**src/hw/rtl/fues_pkg.sv**
```systemverilog
// Shared codes, types and micro-operation table for the flash sequencer.
package fues_pkg;

   localparam int DEF_ADDR_WIDTH = 32;
   localparam int DEF_MAX_BLOCKS = 1024;

   localparam int BUS_ADDR_W    = 32;
   localparam int WORD_W        = 16;
   localparam int MODE_W        = 2;
   localparam int OP_W          = 2;
   localparam int BLOCK_TOTAL_W = 11;
   localparam int STRIDE_W      = 25;
   localparam int CSR_INDEX_W   = 2;
   localparam int CSR_DATA_W    = 32;
   localparam int QUEUE_DEPTH   = 4;
   localparam int STEP_W        = 3;
   localparam int KIND_W        = 3;
   localparam int STATUS_READY_BIT = 7;

   // input item modes
   localparam logic [MODE_W-1:0] MODE_START  = 2'd0;
   localparam logic [MODE_W-1:0] MODE_STATUS = 2'd1;
   localparam logic [MODE_W-1:0] MODE_SOURCE = 2'd2;

   // bus operations
   localparam logic [OP_W-1:0] OP_WRITE = 2'd0;
   localparam logic [OP_W-1:0] OP_READ  = 2'd1;
   localparam logic [OP_W-1:0] OP_SRC   = 2'd2;
   localparam logic [OP_W-1:0] OP_DONE  = 2'd3;

   // sequence phases
   localparam logic [2:0] PHASE_IDLE   = 3'd0;
   localparam logic [2:0] PHASE_UNLOCK = 3'd1;
   localparam logic [2:0] PHASE_ERASE  = 3'd2;
   localparam logic [2:0] PHASE_PROG   = 3'd3;
   localparam logic [2:0] PHASE_DONE   = 3'd4;

   // expected reply
   localparam logic [1:0] AWAIT_NOTHING = 2'd0;
   localparam logic [1:0] AWAIT_STATUS  = 2'd1;
   localparam logic [1:0] AWAIT_SOURCE  = 2'd2;

   // register indexes
   localparam logic [CSR_INDEX_W-1:0] REG_FLASH_BASE   = 2'd0;
   localparam logic [CSR_INDEX_W-1:0] REG_BLOCK_TOTAL  = 2'd1;
   localparam logic [CSR_INDEX_W-1:0] REG_BLOCK_STRIDE = 2'd2;
   localparam logic [CSR_INDEX_W-1:0] REG_SOURCE_BASE  = 2'd3;

   localparam logic [BUS_ADDR_W-1:0]    RESET_FLASH_BASE   = 32'h501B_0000;
   localparam logic [BLOCK_TOTAL_W-1:0] RESET_BLOCK_TOTAL  = 11'd74;
   localparam logic [STRIDE_W-1:0]      RESET_BLOCK_STRIDE = 25'd32768;
   localparam logic [BUS_ADDR_W-1:0]    RESET_SOURCE_BASE  = 32'h0010_0000;

   // flash commands
   localparam logic [WORD_W-1:0] CMD_READ_ARRAY = 16'hFFFF;
   localparam logic [WORD_W-1:0] CMD_ERASE      = 16'h2020;
   localparam logic [WORD_W-1:0] CMD_PROGRAM    = 16'h4040;
   localparam logic [WORD_W-1:0] CMD_UNLOCK     = 16'h6060;
   localparam logic [WORD_W-1:0] CMD_STATUS     = 16'h7070;
   localparam logic [WORD_W-1:0] CMD_CONFIRM    = 16'hD0D0;

   // queued command kinds, each a fixed run of bus words
   localparam logic [KIND_W-1:0] KIND_POLL        = 3'd0;
   localparam logic [KIND_W-1:0] KIND_BLOCK       = 3'd1;
   localparam logic [KIND_W-1:0] KIND_ARRAY_BLOCK = 3'd2;
   localparam logic [KIND_W-1:0] KIND_FETCH       = 3'd3;
   localparam logic [KIND_W-1:0] KIND_ARRAY_FETCH = 3'd4;
   localparam logic [KIND_W-1:0] KIND_FINISH      = 3'd5;
   localparam logic [KIND_W-1:0] KIND_PROGRAM     = 3'd6;

   // address and data selects of one bus word
   localparam logic [1:0] ASEL_BLOCK = 2'd0;
   localparam logic [1:0] ASEL_AUX   = 2'd1;
   localparam logic [1:0] ASEL_ZERO  = 2'd2;

   localparam logic [2:0] DSEL_ZERO    = 3'd0;
   localparam logic [2:0] DSEL_ITEM    = 3'd1;
   localparam logic [2:0] DSEL_CONFIRM = 3'd2;
   localparam logic [2:0] DSEL_STATUS  = 3'd3;
   localparam logic [2:0] DSEL_ARRAY   = 3'd4;
   localparam logic [2:0] DSEL_PROGRAM = 3'd5;

   typedef struct packed {
      logic [KIND_W-1:0]     kind;
      logic [BUS_ADDR_W-1:0] blk_addr;
      logic [BUS_ADDR_W-1:0] aux_addr;
      logic [WORD_W-1:0]     data;
   } cmd_entry_type;

   typedef struct packed {
      logic [OP_W-1:0] op;
      logic [1:0]      asel;
      logic [2:0]      dsel;
      logic            last;
   } uop_type;

   function automatic uop_type fues_uop(input logic [KIND_W-1:0] kind,
                                        input logic [STEP_W-1:0] step);
      uop_type u;
      u = '{OP_DONE, ASEL_ZERO, DSEL_ZERO, 1'b1};
      unique case (kind)
         KIND_POLL: begin
            unique case (step)
               3'd0:    u = '{OP_WRITE, ASEL_BLOCK, DSEL_STATUS, 1'b0};
               default: u = '{OP_READ, ASEL_BLOCK, DSEL_ZERO, 1'b1};
            endcase
         end
         KIND_BLOCK: begin
            unique case (step)
               3'd0:    u = '{OP_WRITE, ASEL_BLOCK, DSEL_ITEM, 1'b0};
               3'd1:    u = '{OP_WRITE, ASEL_BLOCK, DSEL_CONFIRM, 1'b0};
               3'd2:    u = '{OP_WRITE, ASEL_BLOCK, DSEL_STATUS, 1'b0};
               default: u = '{OP_READ, ASEL_BLOCK, DSEL_ZERO, 1'b1};
            endcase
         end
         KIND_ARRAY_BLOCK: begin
            unique case (step)
               3'd0:    u = '{OP_WRITE, ASEL_BLOCK, DSEL_ARRAY, 1'b0};
               3'd1:    u = '{OP_WRITE, ASEL_BLOCK, DSEL_ITEM, 1'b0};
               3'd2:    u = '{OP_WRITE, ASEL_BLOCK, DSEL_CONFIRM, 1'b0};
               3'd3:    u = '{OP_WRITE, ASEL_BLOCK, DSEL_STATUS, 1'b0};
               default: u = '{OP_READ, ASEL_BLOCK, DSEL_ZERO, 1'b1};
            endcase
         end
         KIND_FETCH: begin
            u = '{OP_SRC, ASEL_AUX, DSEL_ZERO, 1'b1};
         end
         KIND_ARRAY_FETCH: begin
            unique case (step)
               3'd0:    u = '{OP_WRITE, ASEL_BLOCK, DSEL_ARRAY, 1'b0};
               default: u = '{OP_SRC, ASEL_AUX, DSEL_ZERO, 1'b1};
            endcase
         end
         KIND_FINISH: begin
            unique case (step)
               3'd0:    u = '{OP_WRITE, ASEL_BLOCK, DSEL_ARRAY, 1'b0};
               default: u = '{OP_DONE, ASEL_ZERO, DSEL_ZERO, 1'b1};
            endcase
         end
         KIND_PROGRAM: begin
            unique case (step)
               3'd0:    u = '{OP_WRITE, ASEL_BLOCK, DSEL_PROGRAM, 1'b0};
               3'd1:    u = '{OP_WRITE, ASEL_AUX, DSEL_ITEM, 1'b0};
               3'd2:    u = '{OP_WRITE, ASEL_BLOCK, DSEL_STATUS, 1'b0};
               default: u = '{OP_READ, ASEL_BLOCK, DSEL_ZERO, 1'b1};
            endcase
         end
         default: u = '{OP_DONE, ASEL_ZERO, DSEL_ZERO, 1'b1};
      endcase
      return u;
   endfunction

endpackage

```
**src/hw/rtl/fues_front.sv**
```systemverilog
// Front end: registers, sequence state and classification of incoming words.
module fues_front #(
   parameter int ADDR_WIDTH = fues_pkg::DEF_ADDR_WIDTH,
   parameter int MAX_BLOCKS = fues_pkg::DEF_MAX_BLOCKS
) (
   input  logic                             clock,
   input  logic                             reset,
   input  logic                             req_valid,
   output logic                             req_ready,
   input  logic [fues_pkg::MODE_W-1:0]      req_mode,
   input  logic [fues_pkg::WORD_W-1:0]      req_reply_word,
   input  logic                             csr_write_enable,
   input  logic [fues_pkg::CSR_INDEX_W-1:0] csr_index,
   input  logic [fues_pkg::CSR_DATA_W-1:0]  csr_write_data,
   output logic                             push_valid,
   output fues_pkg::cmd_entry_type          push_entry,
   input  logic                             queue_full
);
   import fues_pkg::*;

   localparam int IDX_W  = $clog2(MAX_BLOCKS + 1);
   localparam int CNT_W  = (IDX_W > BLOCK_TOTAL_W) ? IDX_W : BLOCK_TOTAL_W;
   localparam int PROD_W = IDX_W + STRIDE_W;
   localparam int MUL_W  = (PROD_W > BUS_ADDR_W) ? PROD_W : BUS_ADDR_W;
   localparam logic [BUS_ADDR_W-1:0] ADDR_MASK = (ADDR_WIDTH >= BUS_ADDR_W) ?
      {BUS_ADDR_W{1'b1}} : BUS_ADDR_W'((64'd1 << ADDR_WIDTH) - 64'd1);

   logic [BUS_ADDR_W-1:0]    flash_base_ff;
   logic [BLOCK_TOTAL_W-1:0] block_total_ff;
   logic [STRIDE_W-1:0]      block_stride_ff;
   logic [BUS_ADDR_W-1:0]    source_base_ff;

   logic [2:0]            phase_ff, phase_in;
   logic [1:0]            awaiting_ff, awaiting_in;
   logic [IDX_W-1:0]      block_index_ff, block_index_in;
   logic [BUS_ADDR_W-1:0] word_address_ff, word_address_in;
   logic [BUS_ADDR_W-1:0] source_address_ff, source_address_in;
   logic [BUS_ADDR_W-1:0] cur_off_ff, nxt_off_ff;
   logic                  stale_ff, stale_in;

   logic [STRIDE_W-1:0]   stride_eff;
   logic [MUL_W-1:0]      mul_cur, mul_nxt;
   logic [CNT_W-1:0]      total_ext, blocks_eff;
   logic [IDX_W-1:0]      idx_inc, idx_prog;
   logic [BUS_ADDR_W-1:0] base_m, src_m, cur_addr, end_addr;
   logic                  accept;

   always_ff @(posedge clock) begin
      if (reset) begin
         flash_base_ff   <= RESET_FLASH_BASE;
         block_total_ff  <= RESET_BLOCK_TOTAL;
         block_stride_ff <= RESET_BLOCK_STRIDE;
         source_base_ff  <= RESET_SOURCE_BASE;
      end else if (csr_write_enable) begin
         unique case (csr_index)
            REG_FLASH_BASE:   flash_base_ff   <= csr_write_data;
            REG_BLOCK_TOTAL:  block_total_ff  <= csr_write_data[BLOCK_TOTAL_W-1:0];
            REG_BLOCK_STRIDE: block_stride_ff <= csr_write_data[STRIDE_W-1:0];
            REG_SOURCE_BASE:  source_base_ff  <= csr_write_data;
            default: ;
         endcase
      end
   end

   // drop bit 0 of the stride; a stride of zero or one acts as two
   assign stride_eff = (block_stride_ff[STRIDE_W-1:1] == '0) ? STRIDE_W'(2) :
                       {block_stride_ff[STRIDE_W-1:1], 1'b0};

   assign mul_cur = MUL_W'(block_index_ff) * MUL_W'(stride_eff);
   assign mul_nxt = mul_cur + MUL_W'(stride_eff);

   // block offsets are registered and follow the index in the next cycle
   always_ff @(posedge clock) begin
      cur_off_ff <= mul_cur[BUS_ADDR_W-1:0];
      nxt_off_ff <= mul_nxt[BUS_ADDR_W-1:0];
   end

   assign total_ext  = CNT_W'(block_total_ff);
   assign blocks_eff = (total_ext == '0) ? CNT_W'(1) :
                       (total_ext > CNT_W'(MAX_BLOCKS)) ? CNT_W'(MAX_BLOCKS) : total_ext;

   assign base_m   = flash_base_ff & ADDR_MASK;
   assign src_m    = source_base_ff & ADDR_MASK;
   assign cur_addr = (flash_base_ff + cur_off_ff) & ADDR_MASK;
   assign end_addr = (flash_base_ff + nxt_off_ff) & ADDR_MASK;
   assign idx_inc  = block_index_ff + 1'b1;
   assign idx_prog = (word_address_ff == end_addr) ? idx_inc : block_index_ff;

   assign req_ready = !queue_full && !stale_ff;
   assign accept    = req_valid && req_ready;

   always_comb begin
      phase_in          = phase_ff;
      awaiting_in       = awaiting_ff;
      block_index_in    = block_index_ff;
      word_address_in   = word_address_ff;
      source_address_in = source_address_ff;
      push_valid        = 1'b0;
      push_entry        = '{KIND_POLL, cur_addr, word_address_ff, req_reply_word};
      if (accept) begin
         unique case (req_mode)
            MODE_START: begin
               if (phase_ff == PHASE_IDLE || phase_ff == PHASE_DONE) begin
                  phase_in       = PHASE_UNLOCK;
                  block_index_in = '0;
                  awaiting_in    = AWAIT_STATUS;
                  push_valid     = 1'b1;
                  push_entry     = '{KIND_BLOCK, base_m, word_address_ff, CMD_UNLOCK};
               end
            end
            MODE_STATUS: begin
               if (awaiting_ff == AWAIT_STATUS) begin
                  if (!req_reply_word[STATUS_READY_BIT]) begin
                     push_valid = 1'b1;
                  end else if (phase_ff == PHASE_UNLOCK || phase_ff == PHASE_ERASE) begin
                     push_valid = 1'b1;
                     if (CNT_W'(idx_inc) < blocks_eff) begin
                        block_index_in = idx_inc;
                        push_entry = '{KIND_BLOCK, end_addr, word_address_ff,
                                       (phase_ff == PHASE_UNLOCK) ? CMD_UNLOCK : CMD_ERASE};
                     end else begin
                        block_index_in = '0;
                        if (phase_ff == PHASE_UNLOCK) begin
                           phase_in   = PHASE_ERASE;
                           push_entry = '{KIND_ARRAY_BLOCK, base_m, word_address_ff, CMD_ERASE};
                        end else begin
                           phase_in          = PHASE_PROG;
                           word_address_in   = base_m;
                           source_address_in = src_m;
                           awaiting_in       = AWAIT_SOURCE;
                           push_entry = '{KIND_ARRAY_FETCH, base_m, src_m, req_reply_word};
                        end
                     end
                  end else if (phase_ff == PHASE_PROG) begin
                     push_valid     = 1'b1;
                     block_index_in = idx_prog;
                     if (CNT_W'(idx_prog) >= blocks_eff) begin
                        phase_in    = PHASE_DONE;
                        awaiting_in = AWAIT_NOTHING;
                        push_entry  = '{KIND_FINISH, base_m, source_address_ff, req_reply_word};
                     end else begin
                        awaiting_in = AWAIT_SOURCE;
                        push_entry  = '{KIND_FETCH, cur_addr, source_address_ff, req_reply_word};
                     end
                  end else begin
                     awaiting_in = AWAIT_NOTHING;
                  end
               end
            end
            MODE_SOURCE: begin
               if (awaiting_ff == AWAIT_SOURCE) begin
                  push_valid        = 1'b1;
                  push_entry        = '{KIND_PROGRAM, cur_addr, word_address_ff, req_reply_word};
                  word_address_in   = (word_address_ff + BUS_ADDR_W'(2)) & ADDR_MASK;
                  source_address_in = (source_address_ff + BUS_ADDR_W'(2)) & ADDR_MASK;
                  awaiting_in       = AWAIT_STATUS;
               end
            end
            default: ;
         endcase
      end
   end

   // hold the input while the block offsets catch up with a new index or stride
   assign stale_in = (block_index_in != block_index_ff) ||
                     (csr_write_enable && csr_index == REG_BLOCK_STRIDE);

   always_ff @(posedge clock) begin
      if (reset) begin
         phase_ff          <= PHASE_IDLE;
         awaiting_ff       <= AWAIT_NOTHING;
         block_index_ff    <= '0;
         word_address_ff   <= '0;
         source_address_ff <= '0;
         stale_ff          <= 1'b1;
      end else begin
         phase_ff          <= phase_in;
         awaiting_ff       <= awaiting_in;
         block_index_ff    <= block_index_in;
         word_address_ff   <= word_address_in;
         source_address_ff <= source_address_in;
         stale_ff          <= stale_in;
      end
   end

endmodule

```
**src/hw/rtl/fues_queue.sv**
```systemverilog
// Short command queue between the front and back ends.
module fues_queue (
   input  logic                    clock,
   input  logic                    reset,
   input  logic                    push_valid,
   input  fues_pkg::cmd_entry_type push_entry,
   output logic                    full,
   output logic                    head_valid,
   output fues_pkg::cmd_entry_type head_entry,
   input  logic                    pop
);
   import fues_pkg::*;

   localparam int PTR_W = $clog2(QUEUE_DEPTH);
   localparam int CNT_W = $clog2(QUEUE_DEPTH + 1);

   cmd_entry_type    entries_ff [QUEUE_DEPTH];
   logic [PTR_W-1:0] wr_ptr_ff, wr_ptr_in;
   logic [PTR_W-1:0] rd_ptr_ff, rd_ptr_in;
   logic [CNT_W-1:0] count_ff, count_in;
   logic             do_push, do_pop;

   assign full       = (count_ff == CNT_W'(QUEUE_DEPTH));
   assign head_valid = (count_ff != '0);
   assign head_entry = entries_ff[rd_ptr_ff];
   assign do_push    = push_valid && !full;
   assign do_pop     = pop && head_valid;

   always_comb begin
      wr_ptr_in = do_push ? wr_ptr_ff + 1'b1 : wr_ptr_ff;
      rd_ptr_in = do_pop ? rd_ptr_ff + 1'b1 : rd_ptr_ff;
      count_in  = count_ff;
      if (do_push && !do_pop) begin
         count_in = count_ff + 1'b1;
      end else if (do_pop && !do_push) begin
         count_in = count_ff - 1'b1;
      end
   end

   always_ff @(posedge clock) begin
      if (do_push) begin
         entries_ff[wr_ptr_ff] <= push_entry;
      end
   end

   always_ff @(posedge clock) begin
      if (reset) begin
         wr_ptr_ff <= '0;
         rd_ptr_ff <= '0;
         count_ff  <= '0;
      end else begin
         wr_ptr_ff <= wr_ptr_in;
         rd_ptr_ff <= rd_ptr_in;
         count_ff  <= count_in;
      end
   end

endmodule

```
**src/hw/rtl/fues_back.sv**
```systemverilog
// Back end: expands queued commands into bus words, one per cycle while the response side accepts.
module fues_back (
   input  logic                            clock,
   input  logic                            reset,
   input  logic                            head_valid,
   input  fues_pkg::cmd_entry_type         head_entry,
   output logic                            pop,
   output logic                            rsp_valid,
   input  logic                            rsp_ready,
   output logic [fues_pkg::OP_W-1:0]       rsp_bus_op,
   output logic [fues_pkg::BUS_ADDR_W-1:0] rsp_bus_address,
   output logic [fues_pkg::WORD_W-1:0]     rsp_bus_data,
   output logic                            rsp_last
);
   import fues_pkg::*;

   logic [STEP_W-1:0]     step_ff, step_in;
   logic                  rsp_valid_ff, rsp_valid_in;
   logic [OP_W-1:0]       op_ff;
   logic [BUS_ADDR_W-1:0] addr_ff, addr_in;
   logic [WORD_W-1:0]     data_ff, data_in;
   logic                  last_ff;
   uop_type               uop;
   logic                  issue;

   assign uop   = fues_uop(head_entry.kind, step_ff);
   assign issue = head_valid && (!rsp_valid_ff || rsp_ready);
   assign pop   = issue && uop.last;

   always_comb begin
      case (uop.asel)
         ASEL_BLOCK: addr_in = head_entry.blk_addr;
         ASEL_AUX:   addr_in = head_entry.aux_addr;
         default:    addr_in = '0;
      endcase
      case (uop.dsel)
         DSEL_ITEM:    data_in = head_entry.data;
         DSEL_CONFIRM: data_in = CMD_CONFIRM;
         DSEL_STATUS:  data_in = CMD_STATUS;
         DSEL_ARRAY:   data_in = CMD_READ_ARRAY;
         DSEL_PROGRAM: data_in = CMD_PROGRAM;
         default:      data_in = '0;
      endcase
      rsp_valid_in = rsp_valid_ff && !rsp_ready;
      step_in      = step_ff;
      if (issue) begin
         rsp_valid_in = 1'b1;
         step_in      = uop.last ? '0 : step_ff + 1'b1;
      end
   end

   always_ff @(posedge clock) begin
      if (issue) begin
         op_ff   <= uop.op;
         addr_ff <= addr_in;
         data_ff <= data_in;
         last_ff <= uop.last;
      end
   end

   always_ff @(posedge clock) begin
      if (reset) begin
         step_ff      <= '0;
         rsp_valid_ff <= 1'b0;
      end else begin
         step_ff      <= step_in;
         rsp_valid_ff <= rsp_valid_in;
      end
   end

   assign rsp_valid       = rsp_valid_ff;
   assign rsp_bus_op      = op_ff;
   assign rsp_bus_address = addr_ff;
   assign rsp_bus_data    = data_ff;
   assign rsp_last        = last_ff;

endmodule

```
**src/hw/rtl/flash_unlock_erase_program_sequencer.sv**
```systemverilog
// Flash unlock, erase and program sequencer: top level.
// A start word runs the whole region: every block is unlocked and polled, then
// erased and polled, then programmed word by word from the source image, and a
// finished word closes the run. Status replies and source data come back as
// request words; flash writes, flash reads and source reads leave as response
// words, up to five for one request, the final one flagged by rsp_last. The
// front end takes one request word per cycle while its four-entry command queue
// has room; it pauses after any request that moves to another block and after
// a block_stride write, while the registered block offsets refresh. The back
// end sends one response word per cycle while rsp_ready allows; each queued
// command causes one to five such words. Registers may be rewritten between
// requests; each step uses the live values.
module flash_unlock_erase_program_sequencer #(
   parameter int ADDR_WIDTH = fues_pkg::DEF_ADDR_WIDTH,
   parameter int MAX_BLOCKS = fues_pkg::DEF_MAX_BLOCKS
) (
   input  logic                             clock,
   input  logic                             reset,
   input  logic                             req_valid,
   output logic                             req_ready,
   input  logic [fues_pkg::MODE_W-1:0]      req_mode,
   input  logic [fues_pkg::WORD_W-1:0]      req_reply_word,
   output logic                             rsp_valid,
   input  logic                             rsp_ready,
   output logic [fues_pkg::OP_W-1:0]        rsp_bus_op,
   output logic [fues_pkg::BUS_ADDR_W-1:0]  rsp_bus_address,
   output logic [fues_pkg::WORD_W-1:0]      rsp_bus_data,
   output logic                             rsp_last,
   input  logic                             csr_write_enable,
   input  logic [fues_pkg::CSR_INDEX_W-1:0] csr_index,
   input  logic [fues_pkg::CSR_DATA_W-1:0]  csr_write_data
);
   import fues_pkg::*;

   logic          push_valid;
   cmd_entry_type push_entry;
   logic          queue_full;
   logic          head_valid;
   cmd_entry_type head_entry;
   logic          pop;

   fues_front #(
      .ADDR_WIDTH (ADDR_WIDTH),
      .MAX_BLOCKS (MAX_BLOCKS)
   ) u_front (
      .clock            (clock),
      .reset            (reset),
      .req_valid        (req_valid),
      .req_ready        (req_ready),
      .req_mode         (req_mode),
      .req_reply_word   (req_reply_word),
      .csr_write_enable (csr_write_enable),
      .csr_index        (csr_index),
      .csr_write_data   (csr_write_data),
      .push_valid       (push_valid),
      .push_entry       (push_entry),
      .queue_full       (queue_full)
   );

   fues_queue u_queue (
      .clock      (clock),
      .reset      (reset),
      .push_valid (push_valid),
      .push_entry (push_entry),
      .full       (queue_full),
      .head_valid (head_valid),
      .head_entry (head_entry),
      .pop        (pop)
   );

   fues_back u_back (
      .clock           (clock),
      .reset           (reset),
      .head_valid      (head_valid),
      .head_entry      (head_entry),
      .pop             (pop),
      .rsp_valid       (rsp_valid),
      .rsp_ready       (rsp_ready),
      .rsp_bus_op      (rsp_bus_op),
      .rsp_bus_address (rsp_bus_address),
      .rsp_bus_data    (rsp_bus_data),
      .rsp_last        (rsp_last)
   );

endmodule
```
**config.mk**
```make
export PLATFORM = sky130hd
export DESIGN_NAME = flash_unlock_erase_program_sequencer
export DESIGN_NICKNAME = d
export VERILOG_FILES = /design/src/hw/rtl/fues_pkg.sv /design/src/hw/rtl/fues_front.sv /design/src/hw/rtl/fues_queue.sv /design/src/hw/rtl/fues_back.sv /design/src/hw/rtl/flash_unlock_erase_program_sequencer.sv
export SDC_FILE = /design/constraint.sdc
export NUM_CORES = 2
export LEC_CHECK = 0
export BUFFER_PORTS_ARGS = -buffer_cell sky130_fd_sc_hd__buf_4
export CAP_MARGIN = 10
export CORE_ASPECT_RATIO = 0.75
export CORE_MARGIN = 2
export CORE_UTILIZATION = 64
export CTS_CLUSTER_DIAMETER = 120
export DETAILED_ROUTE_END_ITERATION = 16
export GPL_ROUTABILITY_DRIVEN = 1
export PLACE_DENSITY = 0.81
export SETUP_SLACK_MARGIN = 0.2
export SLEW_MARGIN = 20
export SYNTH_ARGS = -nofsm -noshare
export SYNTH_HDL_FRONTEND = slang
export SYNTH_SLANG_ARGS = --single-unit
export TNS_END_PERCENT = 10
```
**constraint.sdc**
```tcl
create_clock -name clock -period 8.8 [get_ports clock]
set_input_delay 0.44 -clock clock [delete_from_list [all_inputs] [get_ports clock]]
set_output_delay 0.44 -clock clock [all_outputs]
set_load 0.01 [all_outputs]
```
### After elaboration in Yosys (flattened, before gate mapping)

Memory sizes are Yosys's and may differ from the RTL's. A register that Yosys moved wholly into a read port is not among the register bits.
Cells that the tools add are included.

| word-level totals | value |
|---|---|
| input port bits | 57 |
| word-level logic and storage cells | 199 |
| output and inout port bits | 53 |
| memories | 1 |
| register bits | 307 |
| RAM bits | 332 |

| cells by class | value |
|---|---|
| reduce and logical (&&, ||, !) cells | 40 |
| multipliers | 1 |
| mux-type cells | 82 |
| $lt $le $gt $ge | 3 |
| add/sub/neg operators | 11 |
| equality and inequality tests | 40 |

Memory list:

| memory | depth | bits a word | read ports | clocked after memory_dff | wr ports | line | text |
|---|---|---|---|---|---|---|---|
| u_queue.entries_ff | 4 | 83 | 1 | 1 | 1 | fues_queue.sv:17 | `cmd_entry_type entries_ff [QUEUE_DEPTH];` |

Operator list:

| cell | number |
|---|---|
| $mux W83 | 9 |
| $mux W32 | 12 |
| $pmux W83 S3 | 1 |
| $pmux W32 S2 | 3 |
| $mux W11 | 10 |
| $mux W81 | 1 |
| $pmux W16 S5 | 1 |
| $add A32 B2 Y32 const B | 2 |
| $add A32 B32 Y32 | 2 |
| $pmux W8 S7 | 1 |
| $pmux W7 S3 | 2 |
| $add A32 B25 Y32 | 1 |
| $eq A32 B32 Y1 | 1 |
| $mul A11 B25 Y32 | 1 |
| $mux W3 | 10 |
| $pmux W7 S4 | 1 |
| $mux W25 | 1 |
| $eq A3 B2 Y1 const B | 8 |
| $logic_not A24 Y1 | 1 |
| $reduce_and A8 Y1 | 3 |
| $mux W2 | 11 |
| $pmux W11 S2 | 1 |
| $eq A3 B3 Y1 const B | 7 |
| $mux W8 | 2 |
| 30 further kinds | 85 |

### Longest topological paths before layout

| depth | value |
|---|---|
| depth after elaboration | 12 |
| mapped depth | 34 |
| gate-level depth less buffers | 33 |

### Cells and area by module

A second synthesis with hierarchy kept.

| second synthesis, totals | value |
|---|---|
| cell total of the unflattened synthesis | 4053 |
| area total of the unflattened synthesis | 40975.5 sq um |

Modules (own cells, without submodules):

| module | times used | area an instance (sq um) | cells an instance | sequential area each (sq um) |
|---|---|---|---|---|
| fues_front | 1 | 25847.3 | 3366 | 4844.6 |
| fues_queue | 1 | 12441.9 | 481 | 10149.7 |
| fues_back | 1 | 2686.3 | 206 | 1611.5 |

### Worst setup path after synthesis

No wires, ideal clock.

| timing path | value |
|---|---|
| path type | flip-flop to flip-flop |
| from | register u_front.block_index_ff[3] |
| to | register u_front.nxt_off_ff[27] |
| required time | 8.671 ns |
| path buffers | 3 |
| slack | 1.384 ns |
| period minus slack after synthesis | 7.416 ns |
| stages on the path, launching flop included | 29 |
| arrival | 7.287 ns |
| library setup time | 0.129 ns |
| path through | dfxtp_1 buf_4 clkbuf_1 clkbuf_1 nand2_1 fa_1 fa_1 fa_1 inv_1 fa_1 fa_1 ha_1 or3_1 or3_1 o2111ai_1 a2bb2oi_1 o21ai_0 a21oi_1 o21bai_1 a21oi_1 xnor2_1 ha_1 a21oi_1 nand2_1 or3_1 and3b_1 or3_1 nor2b_1 xnor2_1 |

| between the ends | value |
|---|---|
| cells in the longest elaborated chain, start to end | 2 |

RTL lines:

| what | line | text |
|---|---|---|
| start, declared | fues_front.sv:35 | `logic [IDX_W-1:0] block_index_ff, block_index_in;` |
| start signal, assigned | fues_front.sv:179 | `block_index_ff <= block_index_in;` |
| $mul A11 B25 Y32 | fues_front.sv:69 | `assign mul_cur = MUL_W'(block_index_ff) * MUL_W'(stride_eff);` |
| named net u_front.mul_cur[21] | fues_front.sv:42 | `logic [MUL_W-1:0] mul_cur, mul_nxt;` |
| $add A32 B25 Y32 | fues_front.sv:70 | `assign mul_nxt = mul_cur + MUL_W'(stride_eff);` |
| named net u_front.mul_nxt[27] | fues_front.sv:42 |  |
| end signal, assigned | fues_front.sv:75 | `nxt_off_ff <= mul_nxt[BUS_ADDR_W-1:0];` |
| end, declared | fues_front.sv:38 | `logic [BUS_ADDR_W-1:0] cur_off_ff, nxt_off_ff;` |

The timed path passes the listed nets, and every way through them passes these cells.
A chain may end at the register's enable or synchronous reset.

### Final worst setup path

| timing path | value |
|---|---|
| from | register u_front.block_stride_ff[15] |
| to | register u_front.nxt_off_ff[27] |

| between the ends | value |
|---|---|
| cells in the longest elaborated chain, start to end | 4 |

RTL lines:

| what | line | text |
|---|---|---|
| start, declared | fues_front.sv:30 | `logic [STRIDE_W-1:0] block_stride_ff;` |
| start signal, assigned | fues_front.sv:58 | `REG_BLOCK_STRIDE: block_stride_ff <= csr_write_data[STRIDE_W-1:0];` |
| $logic_not A24 Y1 | fues_front.sv:66 | `assign stride_eff = (block_stride_ff[STRIDE_W-1:1] == '0) ? STRIDE_W'(2) :` |
| $mux W25 * | fues_front.sv:66 |  |
| $mul A11 B25 Y32 * | fues_front.sv:69 |  |
| named net u_front.mul_cur[21] | fues_front.sv:42 |  |
| $add A32 B25 Y32 * | fues_front.sv:70 |  |
| named net u_front.mul_nxt[27] | fues_front.sv:42 |  |

Mark *: on every way through the listed nets, which the timed path passes. The rest lies on a longest branch.

==> impl_metrics.yaml <==
status:
  status: "complete, no violations"
cells_and_area:
  post-route-util_pct: 70.0
  areaGrowthSynthToFinish_pct: 8.50
  drive_gt1_share_pct: 11.1
  register_area_um2: 16600
  nets: 4554
  multi_input_area_um2: 22100
  fillers: 4583
critical_path:
  worstSetupPathType: "reg -> reg"
  r2r-start: "u_front.block_stride_ff[15]"
  crit_start: "u_front.block_stride_ff[15]"
  reg2reg_depth: 30
  r2r_slack_ns: 0.61
  cp_data_required_time_ns: 9.29
  cp_slowest_stage_delay_ns: 0.55
  cp_slowest_cell: "fa_1"
  worstPathArrival_ns: 8.68
  cp-start-kind: "register"
  endpoint_kind: "register"
  reg2reg_to: "u_front.nxt_off_ff[27]"
  path_max_fanout: 14
synth:
  syn_inst: 4149
  synth.largest_area_cell: "edfxtp_1"
  yosys-top-cells-area: "edfxtp_1, dfxtp_1, fa_1"
  ys_seq_elements: 638
  ys_warn_count: 0
  synth.distinct_cells: 99
  yosysSeqAreaShare_pct: 40.6
  async_flop_share_pct: 0
  synth_ff_type: "edfxtp_1"
  synth_top_area_share_pct: 28.1
  syn-cell-area_um2: 40900
  syn_avg_cell_area_um2: 9.85
  syn_nets: 4575
  synth_edf_count: 383
detailed_routing:
  via_per_inst: 6.37
  drc: 0
  vias: 32100
  dr.pass1.iters: 8
  routed_wl_mm: 112
  drtIter0Drc: 4093
  wl_per_cell_um: 22.2
  wl_met2_mm: 50.2
  top_layer: "met4"
  route.met3.wl_mm: 11.4
  drtAntennaViolNets: 0
  wl_met1_mm: 46.4
timing:
  hold_viol_final: 0
  drv_slew: 0
  period_needed_ns: 8.19
  tightest_slew_ns: 1.13
  max_freq_ghz: 0.122
  finClkSkew_ns: 0.0493
  rsz0062_at_grt: "false"
  finalCritPeriodShare_pct: 93.1
  setup_violations: 0
  setup_tns_ns: 0
  slew_headroom_pct: 24.7
  setup_slack_ns: 0.609
floorplanning:
  io_pins: 110
  floorplan.initialDensity_pct: 64.5
  row_count: 80
  coreArea_um2: 63400
  dieArea_um2: 65900
  die_h_um: 223
  die_x_um: 296
grt:
  antenna_found_initial: 2
  grt_usage_pct: 33.9
  grt_pass1_vias: 31000
  grt_max_degree: 111
  grt_pass1_wl_mm: 174
  grt-ovfl-total: 0
power:
  powerDensity_nw_per_um2: 172
  power.leakage_nw: 17.5
  ir_drop_v: 0.000409
clock_tree:
  cts_tree: "done"
  clkTransAtPathRegs_ns: 0.07
  cts_buffers: 59
  root_buffer: "clkbuf_16"
  htreeDepth: 2
  cts_sinks: 638
  clock_latency_ns: 0.66
  clk_path_buf_depth: 3
placed_design:
  dp_slack_ns: 0.674
  port_buffers: 109
  routabilityCongestion: 1.01
  hpwlAfterDp_mm: 80.0
min_path:
  hp-start: "csr_write_data[28]"
  whs_endpoint: "u_front.base_m[28]"
  hold_path_class: "in -> reg"
  whs_path_depth: 3
job:
  cap_violations: 0
==> worst max-delay path, delay by kind of cell (launching register included) <==
family	cells	cell delay [ns]
buf+inv	3	0.32
compound gates	8	1.66
xor+xnor	2	0.30
flops	1	0.47
simple gates	10	2.75
fa+ha+maj	7	2.56
==> layout make-up <==
cell class	instances	area share [%]
clock buffer	73	3.52
timing repair buffer	185	3.14
tap	861	2.43
sequential	638	37.5
multi-input combinational	2928	49.8
inverter	316	2.68
clock inverter	38	0.965
antenna	1	0.00564
==> cell usage after synthesis, types with 16 or more instances <==
library cell and instances:
nand2_1 531, edfxtp_1 383, a21oi_1 348, inv_1 315
nor2_1 290, dfxtp_1 255, clkbuf_1 219, fa_1 196
ha_1 173, o21ai_0 162, and2_1 126, xnor2_1 106
o22ai_1 95, mux4_2 82, nand3_1 69, nor3_1 66
xor2_1 48, a21o_1 46, and3_1 42, a211oi_1 41
a22oi_1 41, nor2b_1 36, mux2_2 31, o21a_1 30
buf_1 25, nand2b_1 24, nand4_1 23, a31oi_1 21
o21bai_1 19, or2_2 18, nor4_1 17, o31ai_1 16
or3_1 16
==> stage by stage <==
stage / hold WS, ns / power [mW] / cells / instance area [um^2]
2_1_floorplan: 0.442 / 4.49 / 4149 / 40900
3_3_place_gp: 0.456 / 4.99 / 4928 / 42300
3_5_place_dp: 0.464 / 5.03 / 4928 / 42300
4_1_cts: 0.0383 / 7.66 / 5039 / 44300
5_1_grt: 0.0676 / 7.90 / 5039 / 44300
6_report: 0.0507 / 7.63 / 5040 / 44300
==> timing repair <==
item                       in CTS  in global routing
hold buffers                    0                  0
setup endpoints to repair       0                  1
resized for setup               0                  1
buffers inserted                0                  0
==> per-layer routing <==
metal,GRT usage [%],up-vias
met3,6.72,237
met2,51.7,1705
li1,-,14600
met1,49.1,15600
met4,10.6,0
met5,0,-
==> layout by cell type, fill, tap and decap left out, types with 23 or more instances in the layout <==
master and n:
a211oi_1 41, a21o_1 46, a21oi_1 348, a22oi_1 41
and2_1 122, and3_1 42, buf_4 184, clkbuf_16 59
dfxtp_1 253, edfxtp_1 383, fa_1 196, ha_1 173
inv_1 314, mux2_2 31, mux4_2 82, nand2_1 530
nand2b_1 23, nand3_1 69, nand4_1 23, nor2_1 285
nor2b_1 36, nor3_1 65, o21a_1 29, o21ai_0 161
o22ai_1 95, xnor2_1 105, xor2_1 48
==> worst max path at each step <==
stage	end	slack, ns
detailed placement	u_front.nxt_off_ff[27]	0.67
finish	u_front.nxt_off_ff[27]	0.61
global placement	u_front.nxt_off_ff[27]	0.91
CTS	u_front.nxt_off_ff[27]	0.66
floorplan	u_front.nxt_off_ff[27]	1.38
global route	u_front.nxt_off_ff[27]	0.23
==> report_power, final <==
group	switching [mW]	internal, mW
clock network	1.20	1.45
logic	0.849	0.572
registers	0.119	3.44
==> kinds of logic (layout without fill, tap and decap cells) <==
| logic type | count (synthesis) | after routing | share of synthesized area [%] |
|---|---|---|---|
| adder cells (fa/ha/maj) | 369 | 369 | 14.9 |
| flip-flops | 638 | 638 | 40.6 |
| other | 0 | 1 | 0 |
| AO/OA/AOI/OAI | 969 | 969 | 14.9 |
| buffers and inverters | 583 | 612 | 5.56 |
| XOR/XNOR | 157 | 157 | 3.47 |
| AND/OR/NAND/NOR | 1306 | 1306 | 14.8 |
| multiplexers | 127 | 127 | 5.72 |
==> state kept, by name (all words and copies together), names as in the netlist, named ones only <==
name and cells:
u_queue.wr_ptr_ff 2, u_front.block_stride_ff 24, u_front.word_address_ff 32, u_back.rsp_valid 1
u_front.source_address_ff 32, u_front.nxt_off_ff 31, u_front.block_index_ff 11, u_back.rsp_bus_op 2
u_front.block_total_ff 11, u_front.source_base_ff 32, u_queue.rd_ptr_ff 2, u_back.step_ff 3
u_front.phase_ff 3, u_front.stale_ff 1, u_front.cur_off_ff 31, u_front.base_m 32
u_front.awaiting_ff 2, u_back.rsp_last 1, u_queue.entries_ff 332, u_back.rsp_bus_data 16
u_back.rsp_bus_address 32, u_queue.count_ff 3
Power figures use the tool's default switching activity.
